### src/c2u_pkg.sv
package c2u_pkg;

    localparam int BYTE_W = 8;
    localparam int CP_W   = 14;   // widest code point in the table is U+2122

    localparam logic [BYTE_W-1:0] ASCII_LIMIT = 8'h80;
    localparam logic [CP_W-1:0]   CP_TWO_MAX  = 14'h0800;

    typedef logic [1:0] t_byte_cnt;

    localparam t_byte_cnt CNT_ONE   = 2'd1;
    localparam t_byte_cnt CNT_TWO   = 2'd2;
    localparam t_byte_cnt CNT_THREE = 2'd3;

    typedef struct packed {
        logic [BYTE_W-1:0] b0;
        logic [BYTE_W-1:0] b1;
        logic [BYTE_W-1:0] b2;
        t_byte_cnt         cnt;
    } t_utf8_seq;

    // Code points of bytes 0x80..0xFF; position 0x98 is unassigned and maps to '?'.
    localparam logic [CP_W-1:0] HI_MAP [128] = '{
        14'h0402, 14'h0403, 14'h201A, 14'h0453, 14'h201E, 14'h2026, 14'h2020, 14'h2021,
        14'h20AC, 14'h2030, 14'h0409, 14'h2039, 14'h040A, 14'h040C, 14'h040B, 14'h040F,
        14'h0452, 14'h2018, 14'h2019, 14'h201C, 14'h201D, 14'h2022, 14'h2013, 14'h2014,
        14'h003F, 14'h2122, 14'h0459, 14'h203A, 14'h045A, 14'h045C, 14'h045B, 14'h045F,
        14'h00A0, 14'h040E, 14'h045E, 14'h0408, 14'h00A4, 14'h0490, 14'h00A6, 14'h00A7,
        14'h0401, 14'h00A9, 14'h0404, 14'h00AB, 14'h00AC, 14'h00AD, 14'h00AE, 14'h0407,
        14'h00B0, 14'h00B1, 14'h0406, 14'h0456, 14'h0491, 14'h00B5, 14'h00B6, 14'h00B7,
        14'h0451, 14'h2116, 14'h0454, 14'h00BB, 14'h0458, 14'h0405, 14'h0455, 14'h0457,
        14'h0410, 14'h0411, 14'h0412, 14'h0413, 14'h0414, 14'h0415, 14'h0416, 14'h0417,
        14'h0418, 14'h0419, 14'h041A, 14'h041B, 14'h041C, 14'h041D, 14'h041E, 14'h041F,
        14'h0420, 14'h0421, 14'h0422, 14'h0423, 14'h0424, 14'h0425, 14'h0426, 14'h0427,
        14'h0428, 14'h0429, 14'h042A, 14'h042B, 14'h042C, 14'h042D, 14'h042E, 14'h042F,
        14'h0430, 14'h0431, 14'h0432, 14'h0433, 14'h0434, 14'h0435, 14'h0436, 14'h0437,
        14'h0438, 14'h0439, 14'h043A, 14'h043B, 14'h043C, 14'h043D, 14'h043E, 14'h043F,
        14'h0440, 14'h0441, 14'h0442, 14'h0443, 14'h0444, 14'h0445, 14'h0446, 14'h0447,
        14'h0448, 14'h0449, 14'h044A, 14'h044B, 14'h044C, 14'h044D, 14'h044E, 14'h044F
    };

    // Map one CP1251 byte to its UTF-8 byte sequence, lead byte in b0.
    function automatic t_utf8_seq f_encode(logic [BYTE_W-1:0] byte_in);
        t_utf8_seq        seq;
        logic [CP_W-1:0]  cp;
        seq = '0;
        if (byte_in < ASCII_LIMIT) begin
            cp = {{(CP_W-BYTE_W){1'b0}}, byte_in};
        end else begin
            cp = HI_MAP[byte_in[6:0]];
        end
        if (cp < CP_W'(ASCII_LIMIT)) begin
            seq.b0  = cp[7:0];
            seq.cnt = CNT_ONE;
        end else if (cp < CP_TWO_MAX) begin
            seq.b0  = {3'b110, cp[10:6]};
            seq.b1  = {2'b10, cp[5:0]};
            seq.cnt = CNT_TWO;
        end else begin
            seq.b0  = {4'b1110, 2'b00, cp[13:12]};
            seq.b1  = {2'b10, cp[11:6]};
            seq.b2  = {2'b10, cp[5:0]};
            seq.cnt = CNT_THREE;
        end
        return seq;
    endfunction

endpackage

### src/cp1251_to_utf8.sv
// Windows-1251 to UTF-8 converter. Each input transfer carries one CP1251 byte;
// the block answers with one to three output transfers holding its UTF-8 bytes
// in order, o_last_byte high on the final one. ASCII gives one byte, Cyrillic
// and most symbols two, typographic marks (dashes, quotes, euro, trade mark,
// numero) three; the unassigned position 0x98 gives a single '?'. The output
// register gives one byte per cycle while i_out_ready is high. Input and output
// are parted by two register stages, so the next byte is taken while the current
// sequence is still draining; an input byte passes through the input register
// and then the output register before its first UTF-8 byte appears. There is no
// state beyond the pipeline itself and nothing to configure.
module cp1251_to_utf8 (
    input  logic                       i_clk,
    input  logic                       i_rst_n,
    input  logic                       i_in_valid,
    output logic                       o_in_ready,
    input  logic [c2u_pkg::BYTE_W-1:0] i_cp1251_byte,
    output logic                       o_out_valid,
    input  logic                       i_out_ready,
    output logic [c2u_pkg::BYTE_W-1:0] o_utf8_byte,
    output logic                       o_last_byte
);
    import c2u_pkg::*;

    // Input stage: one byte waiting for the encoder.
    logic              r_in_valid;
    logic [BYTE_W-1:0] r_in_byte;

    // Output stage: remaining bytes of the current sequence, head in r_seq.b0.
    logic      r_seq_valid;
    t_utf8_seq r_seq;
    t_utf8_seq n_seq;
    t_utf8_seq enc_seq;

    logic out_xfer;
    logic out_done;
    logic load_seq;

    assign enc_seq  = f_encode(r_in_byte);

    assign out_xfer = r_seq_valid && i_out_ready;
    assign out_done = out_xfer && (r_seq.cnt == CNT_ONE);
    // Move the input byte on when the output stage is empty or about to empty.
    assign load_seq = r_in_valid && (!r_seq_valid || out_done);

    assign o_in_ready  = !r_in_valid || load_seq;
    assign o_out_valid = r_seq_valid;
    assign o_utf8_byte = r_seq.b0;
    assign o_last_byte = (r_seq.cnt == CNT_ONE);

    // Next sequence contents: load fresh, shift one byte out, or hold.
    always_comb begin
        n_seq = r_seq;
        if (load_seq) begin
            n_seq = enc_seq;
        end else if (out_xfer && !out_done) begin
            n_seq.b0  = r_seq.b1;
            n_seq.b1  = r_seq.b2;
            n_seq.cnt = r_seq.cnt - CNT_ONE;
        end
    end

    always_ff @(posedge i_clk) begin
        if (!i_rst_n) begin
            r_in_valid  <= 1'b0;
            r_seq_valid <= 1'b0;
        end else begin
            if (o_in_ready) begin
                r_in_valid <= i_in_valid;
            end
            if (load_seq) begin
                r_seq_valid <= 1'b1;
            end else if (out_done) begin
                r_seq_valid <= 1'b0;
            end
        end
    end

    // Payload registers: no reset needed.
    always_ff @(posedge i_clk) begin
        if (o_in_ready && i_in_valid) begin
            r_in_byte <= i_cp1251_byte;
        end
        r_seq <= n_seq;
    end

endmodule

### config.mk
export PLATFORM = sky130hd
export DESIGN_NAME = cp1251_to_utf8
export DESIGN_NICKNAME = d
export VERILOG_FILES = /design/src/c2u_pkg.sv /design/src/cp1251_to_utf8.sv
export SDC_FILE = /design/constraint.sdc
export NUM_CORES = 1
export LEC_CHECK = 0
export BUFFER_PORTS_ARGS = -buffer_cell sky130_fd_sc_hd__clkbuf_2
export CAP_MARGIN = 10
export CORE_ASPECT_RATIO = 0.6
export CORE_MARGIN = 4
export CORE_UTILIZATION = 50
export CTS_CLUSTER_SIZE = 40
export DETAILED_ROUTE_END_ITERATION = 10
export HOLD_SLACK_MARGIN = 0.1
export PLACE_DENSITY_LB_ADDON = 0.2
export SLEW_MARGIN = 5
export SYNTH_ARGS = -nofsm -noshare
export SYNTH_HDL_FRONTEND = slang
export SYNTH_SLANG_ARGS = --single-unit
### constraint.sdc
create_clock -name i_clk -period 3.1 [get_ports i_clk]
set_clock_uncertainty 0.1 [all_clocks]
set_input_delay 0.31 -clock i_clk [delete_from_list [all_inputs] [get_ports i_clk]]
set_output_delay 0.31 -clock i_clk [all_outputs]
set_load 0.02 [all_outputs]
==> results of run 1 <==
[per-stage QoR]
step | setup slack, ns | area, µm² | util (%)
after global placement | 0.423 | 2780 | 54.4
after floorplan | 0.528 | 2670 | -
after CTS | 0.391 | 2870 | 56.2
after detailed placement | 0.409 | 2780 | 54.4
final | 0.344 | 2920 | 57.1
after global routing | 0.196 | 2920 | 57.1
[metal layers]
| metal | GRT usage (%) | up-vias |
|---|---|---|
| li1 | - | 1104 |
| met1 | 32.4 | 1036 |
| met2 | 25.5 | 124 |
| met3 | 6.45 | 4 |
| met4 | 2.45 | 0 |
| met5 | 0 | - |
[layout make-up]
cell class / count / area share [%]
clock buffers: 7 / 2.96
clock inverters: 1 / 0.172
inverters: 12 / 1.54
multi-input cells: 211 / 47.6
flip-flops and latches: 34 / 34.3
well taps: 66 / 2.83
repair buffers: 45 / 10.6
[critical path, stage by stage, from the launching register on]
cell       delay (ns)
edfxtp_1         0.38
inv_1            0.08
buf_4            0.15
ha_1             0.30
nor2b_1          0.21
a211oi_1         0.24
a211oi_1         0.07
nor3b_1          0.37
nor3_1           0.13
a2111oi_2        0.39
nor2_1           0.08
[registers in the layout, indices dropped and copies added (netlist names)]
name / count
o_out_valid: 1
o_utf8_byte: 8
r_in_byte: 8
r_in_valid: 1
r_seq: 16
[cell families (layout without fill, tap and decap cells)]
| family | after synthesis | count (layout) |
|---|---|---|
| buffers and inverters | 43 | 65 |
| flip-flops | 34 | 34 |
| adder cells (fa/ha/maj) | 9 | 9 |
| AND/OR/NAND/NOR | 99 | 99 |
| multiplexers | 2 | 2 |
| AO/OA/AOI/OAI | 101 | 101 |
[synth_stat cells, types with 3 or more instances]
cell type,number,area share [%]
edfxtp_1,32,36
a21oi_1,30,5.6
nand2_1,28,3.9
nor2_1,22,3.1
inv_1,11,1.5
nor2b_1,11,2.6
buf_4,10,2.8
buf_6,10,4.2
o21ai_0,10,1.9
ha_1,9,4.2
a211oi_1,8,2.2
nand2b_1,8,1.9
and2_1,6,1.4
buf_2,5,0.94
clkbuf_1,5,0.70
o21a_1,5,1.4
nand3b_1,4,1.1
nor3_1,4,0.75
o22ai_1,4,0.94
a22o_1,3,0.98
nor3b_1,3,0.84
[worst paths after layout]
check                          from                        to  slack [ns]  cells after the start
max          r_in_byte[1]$_DFFE_PP_  o_utf8_byte[1]$_DFFE_PP_        0.34                     10
max reg2reg  r_in_byte[1]$_DFFE_PP_  o_utf8_byte[1]$_DFFE_PP_        0.34                     10
min                i_cp1251_byte[3]    r_in_byte[3]$_DFFE_PP_        0.11                      1
min reg2reg  r_seq[5]$_SDFFCE_PP0P_       r_seq[13]$_DFFE_PP_        0.43                      2
[where the power goes]
group	leakage (nW)	switching [mW]	internal, mW	total [mW]
combinational	0.749	0.196	0.128	0.324
sequential	0.329	0.0199	0.549	0.569
clock	0.0482	0.154	0.179	0.333
[repair_timing]
action                    in CTS  in global routing
buffers inserted               0                  0
hold endpoints to repair       0                  5
hold buffers                   0                  5
==> key figures, run 1 <==
Detailed routing
  – Routed wl met3: 747 µm
  – Met2 wire length: ~2500 µm
  – Met1 wire length: 3050 µm
  – Post-DRT Antenna Nets: 0
  – DRC Markers: 0
  – DR vias: 2268
  – Vias per cell: 6.03
  – DR top layer: met4
  – Iter 0 DRT Violations: between 300 and 400
  – Routed len/inst: 16.8 µm
  – First-pass DRT Iterations: 5
  – Overall routed net length: 6330 µm

Timing
  – Hold_ws: between 0.1 and 0.15 ns
  – Worst-Margin Slew: 0.644 ns
  – Count of pins over their slew limit: 0
  – Fin. Hold Viols: 0
  – Post-layout min period: 2.76 ns
  – RSZ-0062 raised after global routing: no
  – FMAX: 0.363 GHz
  – Worst rel slew slack: 57.0%
  – Fin crit share: 88.9%
  – Setup violations, final: 0
  – Setup_tns: 0 ns

Synth
  – Largest family of logic cells by synthesized area: compound AO/OA/AOI/OAI gates
  – Post-synth top flop: edfxtp_1
  – Post-synth EDFFs: 32
  – Syn_area_per_cell: slightly above 9 µm²
  – Post-Syn Nets: roughly 310
  – Post-synthesis sequential area ratio: about 37%
  – Synth cell types: 63
  – Number of synthesized register bits: 34
  – Netlist Area Pre-Place: ~2700 µm²
  – Gate Count Post-Synth: 288
  – YS warnings: 0
  – Simple logic cell fraction of the synthesized area: 19.1%
  – Synth Area in Compound Gates: ~28%
  – Mux cell area share after synthesis: less than 1%
  – Async S/R FF share, synth: 0%
  – XOR/XNOR Fraction of Synth Area: 0%
  – Synth Area in Adders: around 4.2%

Global routing
  – GRT Overall Usage: between 10% and 20%
  – Largest net degree at the start of global routing: 49
  – GRT overflow: 0
  – First-pass GRT wire length: around 10000 µm
  – Vias in the first global route: 1960
  – Initial antenna violation count: 0

Worst setup path
  – Worst setup path category: reg2reg
  – Worst EP required: 3.03 ns
  – Critical path peak fanout: 7
  – CP Launch Type: flop
  – Critical Path AT: roughly 2.7 ns
  – CP Capture Type: flop

Floorplanning
  – Core region area: about 5100 µm²
  – Die X: between 100 and 150 µm
  – Initial Util: 52.3%
  – Num ports: 23
  – Rows: 20
  – DIE HEIGHT: between 60 and 70 µm
  – Die area: 6610 µm²

Final layout
  – Most frequent cells in the layout: edfxtp_1 (32), a21oi_1 (30), nand2_1 (28)
  – P&R area growth vs syn: 9.23%
  – FILL cells: 462
  – Multi-input logic area: roughly 1400 µm²
  – Layout cells sized above 1: about a fifth
  – Sequential Area: about 1000 µm²
  – Final Non-Filler Cells: approximately 380
  – Layout net count: 330
  – Most common cell after layout, fill and taps aside: edfxtp_1
  – Antenna diodes: 0

Clocking
  – Cts repair resizes: 0
  – Root Buffer: clkbuf_8
  – Clk buf depth: 2
  – CTS tree: yes
  – Clock latency on the worst-skew pair: 0.27 ns
  – Clock-pin transition on the worst setup and hold timing paths: 0.07 ns
  – H-tree levels: 2
  – CTS Buf Count: 5
  – Sinks on Clock Net: 34

Placement
  – IO buf count: 22
  – Placed cell count: 363
  – Placer congestion estimate: 1.06
  – DP Wirelength: 4650 µm

Run status
  – Status: complete, no violations

Power
  – PD cells: 420 nW/µm²
  – Maximum vdd drop: 0.000257 V
  – P_leak: approximately 1.1 nW
  – Pwr Total: around 1.2 mW

Job
  – Max-cap viol count: 0

Worst hold path
  – Hold/Removal Path Class: in2reg
Power figures use the tool's default switching activity.
==> run 2, diff against run 1 <==
--- a/config.mk
+++ b/config.mk
@@ -13,7 +13,7 @@
 export CTS_CLUSTER_SIZE = 40
 export DETAILED_ROUTE_END_ITERATION = 10
 export HOLD_SLACK_MARGIN = 0.1
-export PLACE_DENSITY_LB_ADDON = 0.2
+export PLACE_DENSITY = 0.69
 export SLEW_MARGIN = 5
 export SYNTH_ARGS = -nofsm -noshare
 export SYNTH_HDL_FRONTEND = slang
==> run 2 against run 1 <==
Effect of this change: final area up 2.4%; worst setup slack worse by 0.089 ns; register-to-register slack worse by 0.09 ns; die area unchanged; wire length up 3.2%; final cell count up 0.80%; fmax down 3.1%; critical endpoint is now o_utf8_byte[0]$_DFFE_PP_; largest cell class unchanged; largest power group unchanged; highest routed layer unchanged.
==> key figures, run 2 (synthesis gave the netlist of run 1 again) <==
Clocking
  – Cts repair resizes: 0 (unchanged)
  – Root Buffer: clkbuf_8 (unchanged)
  – Post-CTS Setup Bufs: 0 (unchanged)
  – Clock-pin transition on the worst setup and hold timing paths: 0.07 ns (about the same)
  – H-tree levels: 2 (unchanged)
  – Number of hold buffers added after CTS: 0 (unchanged)
  – CTS Buf Count: 5 (unchanged)
  – Clk buf depth: 2 (unchanged)
  – Clock latency on the worst-skew pair: 0.28 ns (was 0.27 ns)
  – CTS tree: yes (unchanged)
  – Sinks on Clock Net: 34 (unchanged)

Timing
  – Fin crit share: 91.8% (was 88.9%)
  – Worst rel slew slack: 54.2% (was 57.0%)
  – RSZ-0062 raised after global routing: no (unchanged)
  – Count of pins over their slew limit: 0 (unchanged)
  – Worst-Margin Slew: 0.686 ns (was 0.644 ns)
  – Fin. Hold Viols: 0 (unchanged)
  – FMAX: 0.351 GHz (was 0.363 GHz)
  – Setup_tns: 0 ns (unchanged)
  – Setup violations, final: 0 (unchanged)
  – Hold_ws: 0.109 ns (was 0.110 ns)
  – Post-layout min period: 2.85 ns (was 2.76 ns)

Global routing
  – Largest net degree at the start of global routing: 49 (unchanged)
  – GRT Overall Usage: 21.3% (was 19.9%)
  – Vias in the first global route: 2176 (was 1960)
  – Initial antenna violation count: 0 (unchanged)
  – GRT overflow: 0 (unchanged)
  – First-pass GRT wire length: 11000 µm (was 10200 µm)

Floorplanning
  – Initial Util: 52.3% (unchanged)
  – Die area: 6610 µm² (unchanged)
  – Die X: 102 µm (unchanged)
  – Rows: 20 (unchanged)
  – Num ports: 23 (unchanged)
  – DIE HEIGHT: 64.6 µm (unchanged)
  – Core region area: 5100 µm² (unchanged)

Power
  – P_leak: 1.16 nW (was 1.13 nW)
  – Maximum vdd drop: 0.000293 V (was 0.000257 V)
  – PD cells: 440 nW/µm² (was 420 nW/µm²)

Worst setup path
  – R2R Path Start: r_in_byte[0]$_DFFE_PP_ (was r_in_byte[1]$_DFFE_PP_)
  – CP Capture Type: flop (unchanged)
  – CP Launch Type: flop (unchanged)
  – Critical Path AT: 2.79 ns (was 2.68 ns)
  – End of the critical path: o_utf8_byte[0]$_DFFE_PP_ (was o_utf8_byte[1]$_DFFE_PP_)
  – Reg-to-Reg End: o_utf8_byte[0]$_DFFE_PP_ (was o_utf8_byte[1]$_DFFE_PP_)
  – Worst reg2reg path depth: 10 (unchanged)
  – Worst setup path category: reg2reg (unchanged)
  – Worst EP required: 3.04 ns (was 3.03 ns)
  – FF-to-FF setup slack: 0.25 ns (was 0.34 ns)
  – CP Launch Point: r_in_byte[0]$_DFFE_PP_ (was r_in_byte[1]$_DFFE_PP_)
  – Critical path peak fanout: 9 (was 7)

Detailed routing
  – First-pass DRT Iterations: 5 (unchanged)
  – Overall routed net length: 6540 µm (was 6330 µm)
  – Vias per cell: 6.20 (was 6.03)
  – DR vias: 2351 (was 2268)
  – Post-DRT Antenna Nets: 0 (unchanged)
  – Routed len/inst: 17.2 µm (was 16.8 µm)
  – DRC Markers: 0 (unchanged)
  – Iter 0 DRT Violations: 271 (was 303)

Final layout
  – Final Non-Filler Cells: 379 (was 376)
  – Design Area, Final: 2990 µm² (was 2920 µm²)
  – Final core utilization: 58.5% (was 57.1%)
  – Most frequent cells in the layout: edfxtp_1 (32), a21oi_1 (30), nand2_1 (28) (unchanged)
  – Most common cell after layout, fill and taps aside: edfxtp_1 (unchanged)
  – Max reg flops: 16 (unchanged)
  – P&R area growth vs syn: 11.8% (was 9.23%)
  – Layout cells sized above 1: 20.4% (was 20.0%)
  – Antenna diodes: 0 (unchanged)
  – Largest Register: r_seq (unchanged)
  – Layout net count: 334 (was 330)

Worst hold path
  – Hold path start: i_cp1251_byte[3] (unchanged)
  – Hold/Removal Path Class: in2reg (unchanged)

Placement
  – Placed cell count: 365 (was 363)
  – Placer congestion estimate: 0.983 (was 1.06)
  – DP Area: 2800 µm² (was 2780 µm²)
  – IO buf count: 22 (unchanged)
  – DP Wirelength: 4760 µm (was 4650 µm)

Job
  – Max-cap viol count: 0 (unchanged)

Run status
  – Status: complete, no violations (unchanged)
run 2: cell types whose count changed in the layout (fill, tap and decap cells not counted):
cell,previous run,this run
dlygate4sd3_1,5,7
buf_12,1,2
buf_4,17,18
bufinv_16,0,1
clkbuf_1,1,0
clkinv_2,1,0
run 2: power breakdown:
group | switching [mW] | leakage (nW) | internal, mW
clock | 0.156 | 0.0573 | 0.257
combinational | 0.197 | 0.772 | 0.133
sequential | 0.0208 | 0.329 | 0.549
run 2: worst max-delay path: stages, from the launching register on:
cell,delay [ns]
edfxtp_1,0.39
inv_1,0.18
ha_1,0.40
or2_1,0.22
a21oi_1,0.09
o31ai_1,0.19
a21boi_1,0.14
a211oi_2,0.18
buf_4,0.18
mux2_2,0.34
a22o_1,0.19
run 2: layout make-up:
class / instances / area (µm²)
inverter: 12 / 45.0
fill: 466 / 2120
timing repair buffer: 49 / 355
clock buffer: 6 / 82.6
clock inverter: 1 / 30.0
multi-input combinational: 211 / 1390
tap: 66 / 82.6
sequential: 34 / 1000
run 2: through the flow:
step	power (mW)	worst slack, ns
floorplan	0.825	0.528
global placement	0.893	0.281
detailed placement	0.898	0.284
CTS	1.31	0.269
global route	1.38	0.0543
finish	1.31	0.255
run 2: per-layer routing:
metal  up-vias  GRT usage [%]  part of all wire [%]
li1       1106              -                     -
met2       121           28.3                    40
met1      1118           33.4                    49
met3         6           6.67                    10
met5         -              0                     0
met4         0           3.93                  0.52
run 2: worst min path at each step:
stage | cells after the start | end | slack (ns)
after floorplan | 0 | r_in_byte[0]$_DFFE_PP_ | 0.31
after global placement | 1 | r_in_byte[2]$_DFFE_PP_ | 0.39
after detailed placement | 1 | r_in_byte[7]$_DFFE_PP_ | 0.39
after CTS | 1 | r_in_byte[7]$_DFFE_PP_ | 0.10
after global routing | 1 | r_in_byte[3]$_DFFE_PP_ | 0.10
final | 1 | r_in_byte[3]$_DFFE_PP_ | 0.11
==> run 3, diff against run 2 <==
--- a/config.mk
+++ b/config.mk
@@ -9,11 +9,11 @@
 export CAP_MARGIN = 10
 export CORE_ASPECT_RATIO = 0.6
 export CORE_MARGIN = 4
-export CORE_UTILIZATION = 50
+export CORE_UTILIZATION = 55
 export CTS_CLUSTER_SIZE = 40
 export DETAILED_ROUTE_END_ITERATION = 10
 export HOLD_SLACK_MARGIN = 0.1
-export PLACE_DENSITY = 0.69
+export PLACE_DENSITY = 0.74
 export SLEW_MARGIN = 5
 export SYNTH_ARGS = -nofsm -noshare
 export SYNTH_HDL_FRONTEND = slang
==> constraint.sdc (replaced) <==
create_clock -name i_clk -period 2.9 [get_ports i_clk]
set_clock_uncertainty 0.1 [all_clocks]
set_input_delay 0.29 -clock i_clk [delete_from_list [all_inputs] [get_ports i_clk]]
set_output_delay 0.29 -clock i_clk [all_outputs]
set_load 0.02 [all_outputs]
==> run 3 against run 2 <==
Effect of this change: critical path depth stayed put; critical path type unchanged; die area fell by 8.2%; largest power group unchanged; fmax rose by 5.6%.
==> key figures, run 3 (synthesis gave the netlist of run 1 again) <==
Run status
  – Status: complete, no violations (unchanged)

Worst setup path
  – Critical path peak fanout: 11 (was 9)
  – R2R Path Start: r_in_byte[1]$_DFFE_PP_ (was r_in_byte[0]$_DFFE_PP_)
  – Worst setup path category: reg2reg (unchanged)
  – Worst EP required: 2.93 ns (was 3.04 ns)
  – Critical path buffer and inverter count: 2 (unchanged)
  – Reg-to-Reg End: r_seq[14]$_DFFE_PP_ (was o_utf8_byte[0]$_DFFE_PP_)
  – Worst reg2reg path depth: 10 (unchanged)
  – Worst path cell trace: buf_4 > ha_1 > nor2b_1 > o21ai_1 > o2111a_1 > nor3_2 > a211oi_2 > buf_4 > or3_1 > a21oi_1 (was inv_1 > ha_1 > or2_1 > a21oi_1 > o31ai_1 > a21boi_1 > a211oi_2 > buf_4 > mux2_2 > a22o_1)
  – CP top delay family: simple AND/OR/NAND/NOR gates (was compound AO/OA/AOI/OAI gates)
  – CP Launch Point: r_in_byte[1]$_DFFE_PP_ (was r_in_byte[0]$_DFFE_PP_)
  – Slowest-stage cell, CP: edfxtp_1 (was ha_1)
  – Critical Path AT: 2.73 ns (was 2.79 ns)
  – FF-to-FF setup slack: 0.21 ns (was 0.25 ns)
  – Max incr delay on CP: 0.44 ns (was 0.40 ns)
  – CP Launch Type: flop (unchanged)
  – CP Capture Type: flop (unchanged)
  – CP most frequent cell: buf_4

Job
  – Max-cap viol count: 0 (unchanged)

Final layout
  – Final Non-Filler Cells: 377 (was 379)
  – Layout net count: 334 (unchanged)
  – Most common cell after layout, fill and taps aside: edfxtp_1 (unchanged)
  – P&R area growth vs syn: 12.5% (was 11.8%)
  – Final core utilization: 64.8% (was 58.5%)
  – FILL cells: 393 (was 466)
  – Largest Register: r_seq (unchanged)
  – Antenna diodes: 0 (unchanged)
  – Most frequent cells in the layout: edfxtp_1 (32), a21oi_1 (30), nand2_1 (28) (unchanged)
  – Layout cells sized above 1: 20.1% (was 20.4%)
  – Max reg flops: 16 (unchanged)

Clocking
  – Root Buffer: clkbuf_8 (unchanged)
  – Post-CTS Setup Bufs: 0 (unchanged)
  – Clock latency on the worst-skew pair: 0.28 ns (about the same)
  – Number of hold buffers added after CTS: 8 (was 0)
  – Clock-pin transition on the worst setup and hold timing paths: 0.07 ns (about the same)
  – Sinks on Clock Net: 34 (unchanged)
  – Clk buf depth: 2 (unchanged)
  – CTS tree: yes (unchanged)
  – Cts repair resizes: 0 (unchanged)
  – H-tree levels: 2 (unchanged)
  – CTS Buf Count: 5 (unchanged)

Timing
  – Worst-Margin Slew: 0.662 ns (was 0.686 ns)
  – Worst setup margin: 0.205 ns (was 0.255 ns)
  – FMAX: 0.371 GHz (was 0.351 GHz)
  – Hold_ws: 0.121 ns (was 0.109 ns)
  – Post-layout min period: 2.69 ns (was 2.85 ns)
  – RSZ-0062 raised after global routing: no (unchanged)
  – Worst rel slew slack: 55.8% (was 54.2%)
  – Fin crit share: 92.9% (was 91.8%)
  – Setup_tns: 0 ns (unchanged)
  – Count of pins over their slew limit: 0 (unchanged)
  – Fin. Hold Viols: 0 (unchanged)
  – Setup violations, final: 0 (unchanged)

Global routing
  – Initial antenna violation count: 0 (unchanged)
  – First-pass GRT wire length: 10400 µm (was 11000 µm)
  – Largest net degree at the start of global routing: 49 (unchanged)
  – GRT Overall Usage: 22.3% (was 21.3%)
  – Vias in the first global route: 2015 (was 2176)
  – GRT overflow: 0 (unchanged)

Worst hold path
  – WHS Endpoint: o_out_valid$_SDFFE_PN0P_ (was r_in_byte[3]$_DFFE_PP_)
  – Hold path start: i_rst_n (was i_cp1251_byte[3])
  – Hold/Removal Path Class: in2reg (unchanged)
  – Hold depth: 2 (was 1)

Placement
  – IO buf count: 22 (unchanged)
  – Placer congestion estimate: 0.993 (was 0.983)
  – Post-place setup slack: 0.269 ns (was 0.284 ns)
  – Placed cell count: 361 (was 365)
  – DP Wirelength: 4570 µm (was 4760 µm)

Detailed routing
  – Overall routed net length: 6420 µm (was 6540 µm)
  – Routed len/inst: 17.0 µm (was 17.2 µm)
  – Post-DRT Antenna Nets: 0 (unchanged)
  – Iter 0 DRT Violations: 257 (was 271)
  – Vias per cell: 6.13 (was 6.20)
  – DRC Markers: 0 (unchanged)
  – DR vias: 2310 (was 2351)
  – First-pass DRT Iterations: 6 (was 5)

Floorplanning
  – DIE HEIGHT: 62.0 µm (was 64.6 µm)
  – Num ports: 23 (unchanged)
  – Initial Util: 57.6% (was 52.3%)
  – Die area: 6070 µm² (was 6610 µm²)
  – Core region area: 4640 µm² (was 5100 µm²)
  – Rows: 19 (was 20)
  – Die X: 98.0 µm (was 102 µm)

Power
  – P_leak: 1.17 nW (was 1.16 nW)
  – Maximum vdd drop: 0.000316 V (was 0.000293 V)
  – PD cells: 492 nW/µm² (was 440 nW/µm²)
-- run 3: cell types whose count changed in the layout (fill, tap and decap cells not counted) --
cell and delta:
buf_4 -1, bufinv_16 +1, clkbuf_8 -1, clkinv_1 +1
dlygate4sd3_1 +1
-- run 3: power by group --
part           total [mW]  internal [mW]  switching (mW)  leakage, nW
Sequential          0.604          0.587          0.0176        0.329
Clock               0.519          0.340           0.179       0.0658
Combinational       0.354          0.141           0.213        0.772
Total                1.48           1.07           0.410         1.17
-- run 3: layout make-up --
class | instances | area, µm² | area share (%)
Timing Repair Buffer | 49 | 358 | 11.9
Clock buffer | 5 | 68.8 | 2.29
Clock inverter | 3 | 63.8 | 2.12
Inverter | 12 | 45.0 | 1.50
Multi-Input combinational cell | 211 | 1390 | 46.2
Tap cell | 63 | 78.8 | 2.62
Sequential cell | 34 | 1000 | 33.3
-- run 3: stage by stage --
step                power, mW  area (µm²)
floorplan               0.882        2670
global placement        0.953        2790
detailed placement      0.953        2790
CTS                      1.48        3000
global route             1.54        3000
finish                   1.48        3000
-- run 3: worst max path at each step --
stage | endpoint | cells past startpoint
2_1_floorplan | o_utf8_byte[0]$_DFFE_PP_ | 10
3_3_place_gp | r_seq[14]$_DFFE_PP_ | 10
3_5_place_dp | r_seq[14]$_DFFE_PP_ | 10
4_1_cts | r_seq[14]$_DFFE_PP_ | 10
5_1_grt | r_seq[14]$_DFFE_PP_ | 10
6_report | r_seq[14]$_DFFE_PP_ | 10
-- run 3: metal layers --
layer / up-vias / global-route usage (%) / part of all wire (%)
met3: 10 / 8.03 / 10
met2: 126 / 30.5 / 39
met1: 1066 / 33.3 / 50
met5: - / 0 / 0
li1: 1108 / - / -
met4: 0 / 4.93 / 1.4
